### src/rtl/cmf_pkg.sv
// shared types and constants of the cigar local match filter
// no dependencies; imported by every module of the block
`default_nettype none

package cmf_pkg;

	localparam int CFG_BITS = 16;
	localparam int IDX_BITS = 2;
	localparam int CHAR_BITS = 8;
	localparam int STATUS_BITS = 2;

	localparam logic [IDX_BITS-1:0] CFG_MIN_ALIGNED = 2'd0;
	localparam logic [IDX_BITS-1:0] CFG_MAX_CLIP = 2'd1;
	localparam logic [IDX_BITS-1:0] CFG_KEEP_INTERNAL = 2'd2;

	localparam logic [CFG_BITS-1:0] MIN_ALIGNED_RESET = 16'd0;
	localparam logic [CFG_BITS-1:0] MAX_CLIP_RESET = 16'hFFFF;

	localparam logic [CHAR_BITS-1:0] CH_ZERO = 8'h30;
	localparam logic [CHAR_BITS-1:0] CH_NINE = 8'h39;
	localparam logic [CHAR_BITS-1:0] CH_M = 8'h4D;
	localparam logic [CHAR_BITS-1:0] CH_I = 8'h49;
	localparam logic [CHAR_BITS-1:0] CH_D = 8'h44;
	localparam logic [CHAR_BITS-1:0] CH_S = 8'h53;

	localparam logic [STATUS_BITS-1:0] STATUS_OK = 2'd0;
	localparam logic [STATUS_BITS-1:0] STATUS_ALL_CLIP = 2'd1;
	localparam logic [STATUS_BITS-1:0] STATUS_OVERFLOW = 2'd2;

	typedef struct packed {
		logic seen_core;
		logic overflow;
	} cmf_flags_t;

endpackage

`default_nettype wire

### src/rtl/cmf_if.sv
// valid/ready channel interfaces for cigar characters and filter results
// uses no package
`default_nettype none

interface cmf_in_if #(parameter int POS_BITS = 31);
	logic                valid;
	logic                ready;
	logic [7:0]          cigar_char;
	logic [POS_BITS-1:0] read_start;
	logic [POS_BITS-1:0] reference_length;
	logic                last_char;

	modport source (output valid, cigar_char, read_start, reference_length, last_char,
		input ready);
	modport sink (input valid, cigar_char, read_start, reference_length, last_char,
		output ready);
endinterface

interface cmf_out_if #(parameter int LEN_BITS = 16, parameter int POS_BITS = 31);
	logic                valid;
	logic                ready;
	logic                accepted;
	logic [1:0]          status;
	logic                is_local;
	logic [POS_BITS-1:0] new_start;
	logic [POS_BITS-1:0] new_end;
	logic [LEN_BITS:0]   extra_mismatches;
	logic [LEN_BITS-1:0] aligned_size;

	modport source (output valid, accepted, status, is_local, new_start, new_end,
		extra_mismatches, aligned_size, input ready);
	modport sink (input valid, accepted, status, is_local, new_start, new_end,
		extra_mismatches, aligned_size, output ready);
endinterface

`default_nettype wire

### src/rtl/cmf_front.sv
// front end: takes cigar characters, keeps the running run/length/clip counters
// and hands a finished string summary to the queue; uses cmf_pkg and cmf_in_if
`default_nettype none

module cmf_front
	import cmf_pkg::*;
#(
	parameter int LEN_BITS = 16,
	parameter int POS_BITS = 31
) (
	input  wire logic                clk,
	input  wire logic                arst_n,
	cmf_in_if.sink                   in_word,
	input  wire logic                q_full,
	output logic                     push,
	output logic [LEN_BITS-1:0]      aligned,
	output logic [LEN_BITS-1:0]      total,
	output logic [LEN_BITS-1:0]      left_clip,
	output logic [LEN_BITS-1:0]      trail_clip,
	output cmf_flags_t               flags,
	output logic [POS_BITS-1:0]      start,
	output logic [POS_BITS-1:0]      ref_len
);

	localparam logic [LEN_BITS-1:0] LEN_MAX = '1;

	logic [LEN_BITS-1:0] run_q, aligned_q, total_q, left_q, trail_q;
	logic                seen_q, ovf_q;
	logic [LEN_BITS-1:0] run_n, aligned_n, total_n, left_n, trail_n;
	logic                seen_n, ovf_n;
	logic                accept, is_digit, is_mid;
	logic [3:0]          digit;
	logic [LEN_BITS+3:0] prod;
	logic [LEN_BITS:0]   tot_sum, al_sum, left_sum, trail_sum;

	assign in_word.ready = !q_full;
	assign accept = in_word.valid && in_word.ready;
	assign push = accept && in_word.last_char;

	assign is_digit = in_word.cigar_char <= CH_NINE;
	assign is_mid = (in_word.cigar_char == CH_M) || (in_word.cigar_char == CH_I) ||
		(in_word.cigar_char == CH_D);
	assign digit = (in_word.cigar_char >= CH_ZERO) ? 4'(in_word.cigar_char - CH_ZERO) : 4'd0;
	assign prod = ({4'd0, run_q} << 3) + ({4'd0, run_q} << 1) + (LEN_BITS+4)'(digit);

	assign tot_sum = {1'b0, total_q} + {1'b0, run_q};
	assign al_sum = {1'b0, aligned_q} + {1'b0, run_q};
	assign left_sum = {1'b0, left_q} + {1'b0, run_q};
	assign trail_sum = {1'b0, trail_q} + {1'b0, run_q};

	always_comb begin
		run_n = run_q;
		aligned_n = aligned_q;
		total_n = total_q;
		left_n = left_q;
		trail_n = trail_q;
		seen_n = seen_q;
		ovf_n = ovf_q;
		if (is_digit) begin
			if (prod[LEN_BITS+3:LEN_BITS] != 4'd0) begin
				run_n = LEN_MAX;
				ovf_n = 1'b1;
			end else begin
				run_n = prod[LEN_BITS-1:0];
			end
		end else begin
			run_n = '0;
			total_n = tot_sum[LEN_BITS] ? LEN_MAX : tot_sum[LEN_BITS-1:0];
			if (tot_sum[LEN_BITS]) begin
				ovf_n = 1'b1;
			end
			if (in_word.cigar_char == CH_S) begin
				if (seen_q) begin
					trail_n = trail_sum[LEN_BITS] ? LEN_MAX : trail_sum[LEN_BITS-1:0];
					if (trail_sum[LEN_BITS]) begin
						ovf_n = 1'b1;
					end
				end else begin
					left_n = left_sum[LEN_BITS] ? LEN_MAX : left_sum[LEN_BITS-1:0];
					if (left_sum[LEN_BITS]) begin
						ovf_n = 1'b1;
					end
				end
			end else if (run_q != '0) begin
				seen_n = 1'b1;
				trail_n = '0;
				if (is_mid) begin
					aligned_n = al_sum[LEN_BITS] ? LEN_MAX : al_sum[LEN_BITS-1:0];
					if (al_sum[LEN_BITS]) begin
						ovf_n = 1'b1;
					end
				end
			end
		end
	end

	always_ff @(posedge clk or negedge arst_n) begin
		if (!arst_n) begin
			run_q <= '0;
			aligned_q <= '0;
			total_q <= '0;
			left_q <= '0;
			trail_q <= '0;
			seen_q <= 1'b0;
			ovf_q <= 1'b0;
		end else if (accept) begin
			if (in_word.last_char) begin
				run_q <= '0;
				aligned_q <= '0;
				total_q <= '0;
				left_q <= '0;
				trail_q <= '0;
				seen_q <= 1'b0;
				ovf_q <= 1'b0;
			end else begin
				run_q <= run_n;
				aligned_q <= aligned_n;
				total_q <= total_n;
				left_q <= left_n;
				trail_q <= trail_n;
				seen_q <= seen_n;
				ovf_q <= ovf_n;
			end
		end
	end

	assign aligned = aligned_n;
	assign total = total_n;
	assign left_clip = left_n;
	assign trail_clip = trail_n;
	assign flags = '{seen_core: seen_n, overflow: ovf_n};
	assign start = in_word.read_start;
	assign ref_len = in_word.reference_length;

endmodule

`default_nettype wire

### src/rtl/cmf_queue.sv
// two-entry queue between the counting front end and the result back end
// generic data word; uses cmf_pkg only for the house import
`default_nettype none

module cmf_queue
	import cmf_pkg::*;
#(
	parameter int WIDTH = 96
) (
	input  wire logic             clk,
	input  wire logic             arst_n,
	input  wire logic             push,
	input  wire logic [WIDTH-1:0] push_data,
	output logic                  full,
	input  wire logic             pop,
	output logic [WIDTH-1:0]      pop_data,
	output logic                  not_empty
);

	logic [WIDTH-1:0] mem_q [2];
	logic             wr_ptr_q, rd_ptr_q;
	logic [1:0]       count_q;
	logic             do_push, do_pop;

	assign full = count_q == 2'd2;
	assign not_empty = count_q != 2'd0;
	assign do_push = push && !full;
	assign do_pop = pop && not_empty;
	assign pop_data = mem_q[rd_ptr_q];

	always_ff @(posedge clk) begin
		if (do_push) begin
			mem_q[wr_ptr_q] <= push_data;
		end
	end

	always_ff @(posedge clk or negedge arst_n) begin
		if (!arst_n) begin
			wr_ptr_q <= 1'b0;
			rd_ptr_q <= 1'b0;
			count_q <= 2'd0;
		end else begin
			if (do_push) begin
				wr_ptr_q <= !wr_ptr_q;
			end
			if (do_pop) begin
				rd_ptr_q <= !rd_ptr_q;
			end
			case ({do_push, do_pop})
				2'b10: count_q <= count_q + 2'd1;
				2'b01: count_q <= count_q - 2'd1;
				default: count_q <= count_q;
			endcase
		end
	end

endmodule

`default_nettype wire

### src/rtl/cmf_back.sv
// back end: two-stage result pipeline computing clamped bounds, extra
// mismatches and acceptance; uses cmf_pkg and cmf_out_if
`default_nettype none

module cmf_back
	import cmf_pkg::*;
#(
	parameter int LEN_BITS = 16,
	parameter int POS_BITS = 31
) (
	input  wire logic                clk,
	input  wire logic                arst_n,
	input  wire logic                q_valid,
	output logic                     q_pop,
	input  wire logic [LEN_BITS-1:0] aligned,
	input  wire logic [LEN_BITS-1:0] total,
	input  wire logic [LEN_BITS-1:0] left_clip,
	input  wire logic [LEN_BITS-1:0] trail_clip,
	input  cmf_flags_t               flags,
	input  wire logic [POS_BITS-1:0] start,
	input  wire logic [POS_BITS-1:0] ref_len,
	input  wire logic [CFG_BITS-1:0] min_aligned,
	input  wire logic [CFG_BITS-1:0] max_clip,
	input  wire logic                keep_internal,
	cmf_out_if.source                out_word
);

	localparam int W = ((POS_BITS > LEN_BITS) ? POS_BITS : LEN_BITS) + 3;
	localparam int CW = ((LEN_BITS > CFG_BITS) ? LEN_BITS : CFG_BITS) + 1;
	localparam logic signed [W-1:0] POS_MAX_X = W'((64'd1 << POS_BITS) - 64'd1);

	logic adv1, adv2;

	// stage 1
	logic signed [W-1:0] start_x, rl_x, al_x, lc_x, rc_x;
	logic signed [W-1:0] re_c, left_ext_c, rl_m_re_c;
	logic                s2_low;
	logic [POS_BITS-1:0] s2_c;

	logic                vld_s1, local_s1, seen_s1, ovf_s1, int_l_s1, len_ok_s1, clip_ok_s1;
	logic [POS_BITS-1:0] start_s1, ref_len_s1, s2_s1;
	logic [LEN_BITS-1:0] rc_s1, al_s1;
	logic signed [W-1:0] re_s1, left_ext_s1, rl_m_re_s1;

	// stage 2
	logic signed [W-1:0] rc2_x, rl2_x, right_ext, e2, xsum;
	logic                take_rl, int_r, acc_c;
	logic [1:0]          status_c;
	logic [POS_BITS-1:0] ns_c, ne_c;
	logic [LEN_BITS:0]   extra_c;

	logic                vld_s2, acc_s2, local_s2;
	logic [1:0]          status_s2;
	logic [POS_BITS-1:0] ns_s2, ne_s2;
	logic [LEN_BITS:0]   extra_s2;
	logic [LEN_BITS-1:0] al_s2;

	assign adv2 = !vld_s2 || out_word.ready;
	assign adv1 = !vld_s1 || adv2;
	assign q_pop = adv1 && q_valid;

	assign start_x = $signed({{(W-POS_BITS){1'b0}}, start});
	assign rl_x = $signed({{(W-POS_BITS){1'b0}}, ref_len});
	assign al_x = $signed({{(W-LEN_BITS){1'b0}}, aligned});
	assign lc_x = $signed({{(W-LEN_BITS){1'b0}}, left_clip});
	assign rc_x = $signed({{(W-LEN_BITS){1'b0}}, trail_clip});

	assign re_c = start_x + al_x - W'(1);
	assign s2_low = start_x <= lc_x;
	assign s2_c = s2_low ? POS_BITS'(1) : POS_BITS'(start_x - lc_x);
	assign left_ext_c = s2_low ? start_x - W'(1) : lc_x;
	assign rl_m_re_c = rl_x + W'(1) - start_x - al_x;

	always_ff @(posedge clk) begin
		if (q_pop) begin
			local_s1 <= aligned < total;
			seen_s1 <= flags.seen_core;
			ovf_s1 <= flags.overflow;
			int_l_s1 <= (left_clip != '0) && (start_x > W'(1)) && (start_x <= rl_x + W'(1));
			len_ok_s1 <= CW'(aligned) >= CW'(min_aligned);
			clip_ok_s1 <= (CW'(left_clip) + CW'(trail_clip)) <= CW'(max_clip);
			start_s1 <= start;
			ref_len_s1 <= ref_len;
			s2_s1 <= s2_c;
			rc_s1 <= trail_clip;
			al_s1 <= aligned;
			re_s1 <= re_c;
			left_ext_s1 <= left_ext_c;
			rl_m_re_s1 <= rl_m_re_c;
		end
	end

	assign rc2_x = $signed({{(W-LEN_BITS){1'b0}}, rc_s1});
	assign rl2_x = $signed({{(W-POS_BITS){1'b0}}, ref_len_s1});
	assign take_rl = rc2_x > rl_m_re_s1;
	assign right_ext = take_rl ? rl_m_re_s1 : rc2_x;
	assign e2 = take_rl ? rl2_x : re_s1 + rc2_x;
	assign xsum = left_ext_s1 + right_ext;
	assign int_r = (rc_s1 != '0) && !re_s1[W-1] && (rl_m_re_s1 > W'(0));

	always_comb begin
		status_c = ovf_s1 ? STATUS_OVERFLOW : STATUS_OK;
		extra_c = '0;
		if (!local_s1) begin
			acc_c = 1'b1;
			ns_c = start_s1;
			if (re_s1[W-1]) begin
				ne_c = '0;
			end else if (re_s1 > POS_MAX_X) begin
				ne_c = '1;
			end else begin
				ne_c = re_s1[POS_BITS-1:0];
			end
		end else if (!seen_s1) begin
			status_c = STATUS_ALL_CLIP;
			acc_c = 1'b0;
			ns_c = (start_s1 == '0) ? POS_BITS'(1) : start_s1;
			ne_c = (start_s1 == '0) ? '0 : start_s1 - POS_BITS'(1);
		end else begin
			acc_c = len_ok_s1 && clip_ok_s1 && (!(int_l_s1 || int_r) || keep_internal);
			ns_c = s2_s1;
			ne_c = e2[W-1] ? '0 : e2[POS_BITS-1:0];
			extra_c = xsum[W-1] ? '0 : xsum[LEN_BITS:0];
		end
	end

	always_ff @(posedge clk) begin
		if (adv2 && vld_s1) begin
			acc_s2 <= acc_c;
			status_s2 <= status_c;
			local_s2 <= local_s1;
			ns_s2 <= ns_c;
			ne_s2 <= ne_c;
			extra_s2 <= extra_c;
			al_s2 <= al_s1;
		end
	end

	always_ff @(posedge clk or negedge arst_n) begin
		if (!arst_n) begin
			vld_s1 <= 1'b0;
			vld_s2 <= 1'b0;
		end else begin
			if (adv1) begin
				vld_s1 <= q_valid;
			end
			if (adv2) begin
				vld_s2 <= vld_s1;
			end
		end
	end

	assign out_word.valid = vld_s2;
	assign out_word.accepted = acc_s2;
	assign out_word.status = status_s2;
	assign out_word.is_local = local_s2;
	assign out_word.new_start = ns_s2;
	assign out_word.new_end = ne_s2;
	assign out_word.extra_mismatches = extra_s2;
	assign out_word.aligned_size = al_s2;

endmodule

`default_nettype wire

### src/rtl/cigar_local_match_filter_top.sv
// top level of the cigar local match filter: configuration registers,
// front end, queue and back end; uses cmf_pkg, cmf_if, cmf_front, cmf_queue and cmf_back
//
//  channel   dir  handshake          word
//  in_word   in   valid/ready        cigar_char, read_start, reference_length, last_char
//  out_word  out  valid/ready        accepted, status, is_local, new_start, new_end,
//                                    extra_mismatches, aligned_size
//  cfg       in   cfg_we (no stall)  cfg_index, cfg_data
//
// one character is taken per cycle unless the queue is full; a non-digit closes a run
// after its last character a result passes the queue, stage 1 and stage 2 registers
// reset clears counters, queue and pipeline valids; registers return to defaults
// the two-entry queue lets the front keep counting while out_word is stalled;
// in_word.ready drops only when the queue is full
`default_nettype none

module cigar_local_match_filter_top
	import cmf_pkg::*;
#(
	parameter int LEN_BITS = 16,
	parameter int POS_BITS = 31
) (
	input  wire logic                clk,
	input  wire logic                arst_n,
	cmf_in_if.sink                   in_word,
	cmf_out_if.source                out_word,
	input  wire logic                cfg_we,
	input  wire logic [IDX_BITS-1:0] cfg_index,
	input  wire logic [CFG_BITS-1:0] cfg_data
);

	localparam int QW = 4 * LEN_BITS + $bits(cmf_flags_t) + 2 * POS_BITS;

	logic [CFG_BITS-1:0] min_aligned_q, max_clip_q;
	logic                keep_internal_q;

	logic                push, q_full, q_pop, q_valid;
	logic [LEN_BITS-1:0] f_aligned, f_total, f_left, f_trail;
	logic [LEN_BITS-1:0] b_aligned, b_total, b_left, b_trail;
	cmf_flags_t          f_flags, b_flags;
	logic [POS_BITS-1:0] f_start, f_rl, b_start, b_rl;
	logic [QW-1:0]       push_data, pop_data;

	always_ff @(posedge clk or negedge arst_n) begin
		if (!arst_n) begin
			min_aligned_q <= MIN_ALIGNED_RESET;
			max_clip_q <= MAX_CLIP_RESET;
			keep_internal_q <= 1'b0;
		end else if (cfg_we) begin
			case (cfg_index)
				CFG_MIN_ALIGNED: min_aligned_q <= cfg_data;
				CFG_MAX_CLIP: max_clip_q <= cfg_data;
				CFG_KEEP_INTERNAL: keep_internal_q <= cfg_data[0];
				default: ;
			endcase
		end
	end

	cmf_front #(.LEN_BITS(LEN_BITS), .POS_BITS(POS_BITS)) u_front (
		.clk        (clk),
		.arst_n     (arst_n),
		.in_word    (in_word),
		.q_full     (q_full),
		.push       (push),
		.aligned    (f_aligned),
		.total      (f_total),
		.left_clip  (f_left),
		.trail_clip (f_trail),
		.flags      (f_flags),
		.start      (f_start),
		.ref_len    (f_rl)
	);

	assign push_data = {f_aligned, f_total, f_left, f_trail, f_flags, f_start, f_rl};

	cmf_queue #(.WIDTH(QW)) u_queue (
		.clk       (clk),
		.arst_n    (arst_n),
		.push      (push),
		.push_data (push_data),
		.full      (q_full),
		.pop       (q_pop),
		.pop_data  (pop_data),
		.not_empty (q_valid)
	);

	assign {b_aligned, b_total, b_left, b_trail, b_flags, b_start, b_rl} = pop_data;

	cmf_back #(.LEN_BITS(LEN_BITS), .POS_BITS(POS_BITS)) u_back (
		.clk           (clk),
		.arst_n        (arst_n),
		.q_valid       (q_valid),
		.q_pop         (q_pop),
		.aligned       (b_aligned),
		.total         (b_total),
		.left_clip     (b_left),
		.trail_clip    (b_trail),
		.flags         (b_flags),
		.start         (b_start),
		.ref_len       (b_rl),
		.min_aligned   (min_aligned_q),
		.max_clip      (max_clip_q),
		.keep_internal (keep_internal_q),
		.out_word      (out_word)
	);

endmodule

`default_nettype wire

### src/flat_wrapper.sv
// flat-port wrapper written by rule: the top's interface ports become plain ports
module cigar_local_match_filter_top_flat import cmf_pkg::*;
#(
	parameter int LEN_BITS = 16,
	parameter int POS_BITS = 31
)
  (clk, arst_n, cfg_we, cfg_index, cfg_data, in_word_valid, in_word_cigar_char, in_word_read_start, in_word_reference_length, in_word_last_char, in_word_ready, out_word_valid, out_word_accepted, out_word_status, out_word_is_local, out_word_new_start, out_word_new_end, out_word_extra_mismatches, out_word_aligned_size, out_word_ready);
  cmf_in_if #(.POS_BITS(POS_BITS)) in_word_i ();
  cmf_out_if #(.LEN_BITS(LEN_BITS), .POS_BITS(POS_BITS)) out_word_i ();
  input  wire logic clk;
  input  wire logic arst_n;
  input  wire logic cfg_we;
  input  wire logic [IDX_BITS-1:0] cfg_index;
  input  wire logic [CFG_BITS-1:0] cfg_data;
  input wire logic [$bits(in_word_i.valid)-1:0] in_word_valid;
  input wire logic [$bits(in_word_i.cigar_char)-1:0] in_word_cigar_char;
  input wire logic [$bits(in_word_i.read_start)-1:0] in_word_read_start;
  input wire logic [$bits(in_word_i.reference_length)-1:0] in_word_reference_length;
  input wire logic [$bits(in_word_i.last_char)-1:0] in_word_last_char;
  output wire logic [$bits(in_word_i.ready)-1:0] in_word_ready;
  output wire logic [$bits(out_word_i.valid)-1:0] out_word_valid;
  output wire logic [$bits(out_word_i.accepted)-1:0] out_word_accepted;
  output wire logic [$bits(out_word_i.status)-1:0] out_word_status;
  output wire logic [$bits(out_word_i.is_local)-1:0] out_word_is_local;
  output wire logic [$bits(out_word_i.new_start)-1:0] out_word_new_start;
  output wire logic [$bits(out_word_i.new_end)-1:0] out_word_new_end;
  output wire logic [$bits(out_word_i.extra_mismatches)-1:0] out_word_extra_mismatches;
  output wire logic [$bits(out_word_i.aligned_size)-1:0] out_word_aligned_size;
  input wire logic [$bits(out_word_i.ready)-1:0] out_word_ready;
  assign in_word_i.valid = in_word_valid;
  assign in_word_i.cigar_char = in_word_cigar_char;
  assign in_word_i.read_start = in_word_read_start;
  assign in_word_i.reference_length = in_word_reference_length;
  assign in_word_i.last_char = in_word_last_char;
  assign in_word_ready = in_word_i.ready;
  assign out_word_valid = out_word_i.valid;
  assign out_word_accepted = out_word_i.accepted;
  assign out_word_status = out_word_i.status;
  assign out_word_is_local = out_word_i.is_local;
  assign out_word_new_start = out_word_i.new_start;
  assign out_word_new_end = out_word_i.new_end;
  assign out_word_extra_mismatches = out_word_i.extra_mismatches;
  assign out_word_aligned_size = out_word_i.aligned_size;
  assign out_word_i.ready = out_word_ready;
  cigar_local_match_filter_top #(.LEN_BITS(LEN_BITS), .POS_BITS(POS_BITS)) u_core (.clk(clk), .arst_n(arst_n), .in_word(in_word_i), .out_word(out_word_i), .cfg_we(cfg_we), .cfg_index(cfg_index), .cfg_data(cfg_data));
endmodule
### config.mk
export PLATFORM = sky130hd
export DESIGN_NAME = cigar_local_match_filter_top_flat
export DESIGN_NICKNAME = d
export VERILOG_FILES = /design/src/rtl/cmf_pkg.sv /design/src/rtl/cmf_if.sv /design/src/rtl/cmf_front.sv /design/src/rtl/cmf_queue.sv /design/src/rtl/cmf_back.sv /design/src/rtl/cigar_local_match_filter_top.sv /design/src/flat_wrapper.sv
export SDC_FILE = /design/constraint.sdc
export NUM_CORES = 2
export LEC_CHECK = 0
export BUFFER_PORTS_ARGS = -buffer_cell sky130_fd_sc_hd__buf_4
export CAP_MARGIN = 25
export CORE_ASPECT_RATIO = 1.75
export CORE_MARGIN = 3
export CORE_UTILIZATION = 35
export CTS_CLUSTER_DIAMETER = 60
export CTS_CLUSTER_SIZE = 20
export DETAILED_ROUTE_END_ITERATION = 7
export PLACE_DENSITY = 0.56
export SLEW_MARGIN = 15
export SYNTH_ARGS = -nofsm -noshare
export SYNTH_HDL_FRONTEND = slang
export SYNTH_SLANG_ARGS = --single-unit
### constraint.sdc
create_clock -name clk -period 17.2 [get_ports clk]
set_input_delay 3.44 -clock clk [delete_from_list [all_inputs] [get_ports clk]]
set_output_delay 3.44 -clock clk [all_outputs]
set_load 0.03 [all_outputs]
==> results.md <==
Synth:
- The number of different library cells in the post-synthesis netlist is 96.
- The synthesized cell area is 42700 sq um.
- The number of nets in the synthesized netlist is 4394.
- The share of the Yosys chip area taken by registers is 0.483.
- The synthesized-area fraction occupied by ao, oa, aoi and oai cells is 0.146.
- The portion of netlist area occupied by mux cells is 0.0374.
- Of the total synthesized cell area, the portion taken by AND, OR, NAND and NOR gates is 0.113.
- The fraction of post-synthesis cell area in the top cell type by area is 0.411.
- Summed over all instances, the cell type with the most area after synthesis is sky130_fd_sc_hd__edfxtp_1.
- The share of the synthesized netlist area taken by xor and xnor gates is 0.0535.
- The main flop type after synthesis is sky130_fd_sc_hd__edfxtp_1.
- Yosys attributes the largest share of cell area to sky130_fd_sc_hd__edfxtp_1 (41%), sky130_fd_sc_hd__ha_1 (11%), sky130_fd_sc_hd__dfrtp_1 (6.2%), sky130_fd_sc_hd__xnor2_1 (3.7%), sky130_fd_sc_hd__inv_1 (2.6%).
- The synthesized design contains 585 enable-type register cells.
- After synthesis, the mean cell area works out to 11.0 sq um.
- The number of flip-flops and latches in the synthesized netlist is 706.
- After synthesis, the largest family of logic cells by area is compound AO/OA/AOI/OAI gates.
- Synthesis produced a netlist whose cell count is 3875.
- Of the total synthesized cell area, the portion taken by full adders, half adders and majority gates is 0.130.
- The fraction of registers with async set/reset is 0.171.
- The count of synthesis-stage warnings from yosys is 0.

Route:
- In this run the remaining antenna-violating nets after routing total 0.
- The average detailed-routed wire length per instance is 24.9 um.
- The via-per-instance ratio is 5.42.
- In the routed design, unresolved DRC markers number 0.
- The routed via count is 31100.
- The final wirelength is 143000 um.
- In this run, the number of DRC markers left after iteration 0 of detailed routing was 1867.
- The number of optimization iterations in the first detailed-route pass is 5.

Clock tree:
- The total number of clock tree sinks is 706.
- The tree is rooted in a sky130_fd_sc_hd__clkbuf_16.
- The H-tree was split into 2 levels.
- The number of hold buffers added after cts is 0.
- The source-to-sink clock delay at the later pin of the worst-skew pair is 0.67 ns.
- The clock-pin transition on the worst setup and hold timing paths is 0.08 ns.
- The maximum buffer depth of the clock tree is 3.
- The number of gates resized after CTS was 0.
- In this run, CTS created clock tree buffers numbering 49.
- Once the clock tree was built, the setup fixing pass inserted 0 buffers.
- TritonCTS built the clock tree.

Cells and area:
- The number of fill cells is 11800.
- The layout cell share with drive strength beyond 1 is 0.108.
- Leaving out fill and tap cells, the most frequent cell in the layout is sky130_fd_sc_hd__edfxtp_1.
- In the final design database the tool counted 4606 nets.
- The top cell types in the final layout, fill and taps aside, are sky130_fd_sc_hd__edfxtp_1 (585), sky130_fd_sc_hd__ha_1 (391), sky130_fd_sc_hd__inv_1 (300).
- Relative to the synthesized area, the layout overhead comes to 12.2%.

Critical path:
- Across all register-to-register paths, the minimum setup slack is 10.34 ns.
- The worst-path maximum fanout is 18.
- The worst setup path is captured at a flop.
- The critical path crosses 14 cells after its start point.
- Following the worst setup path forward leads to its endpoint at u_core.u_queue.mem_q[1][62].
- The startpoint-to-endpoint class of the critical path is in -> reg.
- At the worst endpoint, the arrival time is 8.04 ns.
- The count of buffer and inverter cells on the critical path is 1.
- The data required time of the critical path is 17.61 ns.
- The worst register-to-register path begins at u_core.u_queue.rd_ptr_q.
- In this design, the largest share of critical-path delay is due to compound AO/OA/AOI/OAI gates.
- Walking the worst path, the cells encountered are buf_4, a211oi_1, nor2b_1, fa_1, fa_1, a211oi_1, o21ai_1, a31oi_1, o21ai_2, a41oi_1, mux2_1, or4_1, or2_1, a21o_1.
- In this run the critical register-to-register path is captured at u_core.u_back.rl_m_re_s1[31].
- The beginning of the critical path is in_word_cigar_char[4].
- The depth of the worst register-to-register path is 18.
- The startpoint type of the worst setup path is an input port.
- The slowest cell on the critical path is sky130_fd_sc_hd__or4_1.
- The worst stage delay on the critical path is 0.82 ns.

Timing:
- The count of endpoints failing hold in the final timing report was 0.
- Headroom to the max-slew limit came out at 0.202.
- Summed over all failing endpoints, the final setup total negative slack is 0 ns.
- Setup repair after global routing left no endpoint under its margin.
- The number of setup violations in the final report is 0.
- Of the available clock period, the critical path in the final layout requires 0.444.
- For the finished layout, the period the worst path requires is 7.63 ns.
- Derived from the worst setup path, the maximum achievable clock frequency is 131 MHz.
- Clock skew on the completed layout was measured at 0.0445 ns.
- The final count of pins violating max slew came to 0.
- The worst path meets setup with 9.57 ns of slack.
- For the pin with the worst max-slew slack, the measured transition is 1.18 ns.

Outcome:
- The flow ran to the end, and the final reports show no timing, DRC or antenna violations.

Floorplanning:
- The number of top-level design ports is 195.
- The initial utilization of the core area, before any placement, comes to 0.353.
- The overall die height is 468 um.
- The die area is 126000 sq um.
- The die extent in x is 270 um.
- The core region is 121000 sq um.
- The number of rows in the core area is 169.

Pwr:
- The peak ir drop on the vdd network is 0.000131 V.
- In this run the static leakage power is 19.8 nW.
- Power spread over the standard cell area amounts to 214 nW/um^2.

Global routing:
- The global router's overall resource usage is 0.223.
- Summed over all layers, the global routing overflow is 0.
- Entering global routing, the biggest net connects 157 pins.
- The number of antenna violations at the first check in global routing came to 5.
- The first-pass GRT wire length is 206000 um.
- The number of global-route vias before repair came to 31300.

Run:
- The tool flagged a number of max-cap violations equal to 0.

Min path:
- The path type of the worst min-delay path is reg -> reg.

Placed design:
- The count of buffers added on input and output ports is 194.
- The HPWL reported at the end of detailed placement is 113000 um.
- The pre-CTS worst setup slack is 8.86 ns.
- At the end of routability-driven placement, the weighted congestion stood at 0.981.
==> kinds of logic after synthesis <==
kind of cell             Yosys count
AND/OR/NAND/NOR                 1003
AO/OA/AOI/OAI                    930
flip-flops                       706
adder cells (fa/ha/maj)          425
buffers and inverters            397
XOR/XNOR                         261
multiplexers                     153
==> cell type report <==
cell class / instances / area (sq um) / area share
Sequential cell: 706 / 20600 / 0.430
Inverter: 301 / 1130 / 0.0236
Tap cell: 1624 / 2030 / 0.0424
Clock buffer: 64 / 1350 / 0.0281
Clock inverter: 21 / 225 / 0.00470
Timing Repair Buffer: 257 / 1940 / 0.0405
Multi-Input combinational cell: 2772 / 20600 / 0.430
Antenna cell: 2 / 5.00 / 0.000104
==> worst reg2reg max path, stage by stage (launching register included) <==
cell,delay (ns)
sky130_fd_sc_hd__dfrtp_4,0.51
sky130_fd_sc_hd__buf_4,0.53
sky130_fd_sc_hd__buf_4,0.79
sky130_fd_sc_hd__a32oi_1,0.26
sky130_fd_sc_hd__or2_2,0.37
sky130_fd_sc_hd__nor3_1,0.38
sky130_fd_sc_hd__nand2_1,0.12
sky130_fd_sc_hd__xnor2_1,0.51
sky130_fd_sc_hd__fa_1,0.52
sky130_fd_sc_hd__inv_1,0.07
sky130_fd_sc_hd__ha_1,0.29
sky130_fd_sc_hd__a21o_1,0.19
sky130_fd_sc_hd__a21o_1,0.17
sky130_fd_sc_hd__a21oi_1,0.22
sky130_fd_sc_hd__o211ai_1,0.13
sky130_fd_sc_hd__a31oi_1,0.52
sky130_fd_sc_hd__o21ai_0,0.36
sky130_fd_sc_hd__or4b_2,0.70
sky130_fd_sc_hd__nand3_1,0.10
==> Yosys cell counts (all sizes together) (84+ instances only) <==
| library cell | number |
|---|---|
| ha | 391 |
| nand2 | 230 |
| a21o | 84 |
| dfrtp | 105 |
| a21oi | 207 |
| o21ai | 221 |
| nor2 | 293 |
| inv | 300 |
| mux2i | 99 |
| edfxtp | 585 |
| nor3 | 96 |
| xnor2 | 180 |
==> per-stage QoR <==
step / cells / hold WS, ns / area (sq um) / utilization / total power, W
floorplan: 3875 / 0.400 / 42700 / - / 0.00685
global placement: 5656 / 0.402 / 46300 / 0.382 / 0.00890
detailed placement: 5659 / 0.405 / 46300 / 0.382 / 0.00894
CTS: 5744 / 0.425 / 47900 / 0.395 / 0.0102
global route: 5746 / 0.432 / 47900 / 0.395 / 0.0108
finish: 5747 / 0.424 / 47900 / 0.395 / 0.0102
==> per-layer routing <==
metal  global-route usage  vias up  wire, um
met5                    0        -         0
met4                0.193        0     14900
met3               0.0245      428      5600
met2                0.424      911     75700
met1                0.212    15100     47100
li1                     -    14700         -
==> registers in the layout, summed over array words and instances, names as in the netlist, 17 cells and up <==
register and flops:
u_core.u_back.left_ext_s1 32, u_core.u_back.out_word.extra_mismatches 17, u_core.u_back.re_s1 33, u_core.u_queue.mem_q 256, u_core.u_back.ref_len_s1 31, u_core.u_back.out_word.new_start 31
u_core.u_back.rl_m_re_s1 34, u_core.u_back.start_s1 31, u_core.u_back.s2_s1 31, u_core.u_back.out_word.new_end 31
==> power breakdown <==
group	switching (W)	internal, W
sequential	0.000362	0.00273
clock	0.000646	0.000574
combinational	0.00388	0.00204
==> worst min path at each step <==
stage / start / endpoint / slack [ns] / cells after the start
2_1_floorplan: u_core.u_back.al_s1[0] / u_core.u_back.out_word.aligned_size[0] / 0.40 / 0
4_1_cts: u_core.u_back.al_s1[0] / u_core.u_back.out_word.aligned_size[0] / 0.42 / 0
3_5_place_dp: u_core.u_back.al_s1[11] / u_core.u_back.out_word.aligned_size[11] / 0.41 / 0
6_report: u_core.u_back.al_s1[14] / u_core.u_back.out_word.aligned_size[14] / 0.42 / 0
3_3_place_gp: u_core.u_back.al_s1[15] / u_core.u_back.out_word.aligned_size[15] / 0.40 / 0
5_1_grt: u_core.u_back.al_s1[10] / u_core.u_back.out_word.aligned_size[10] / 0.43 / 0
Power figures use the tool's default switching activity.
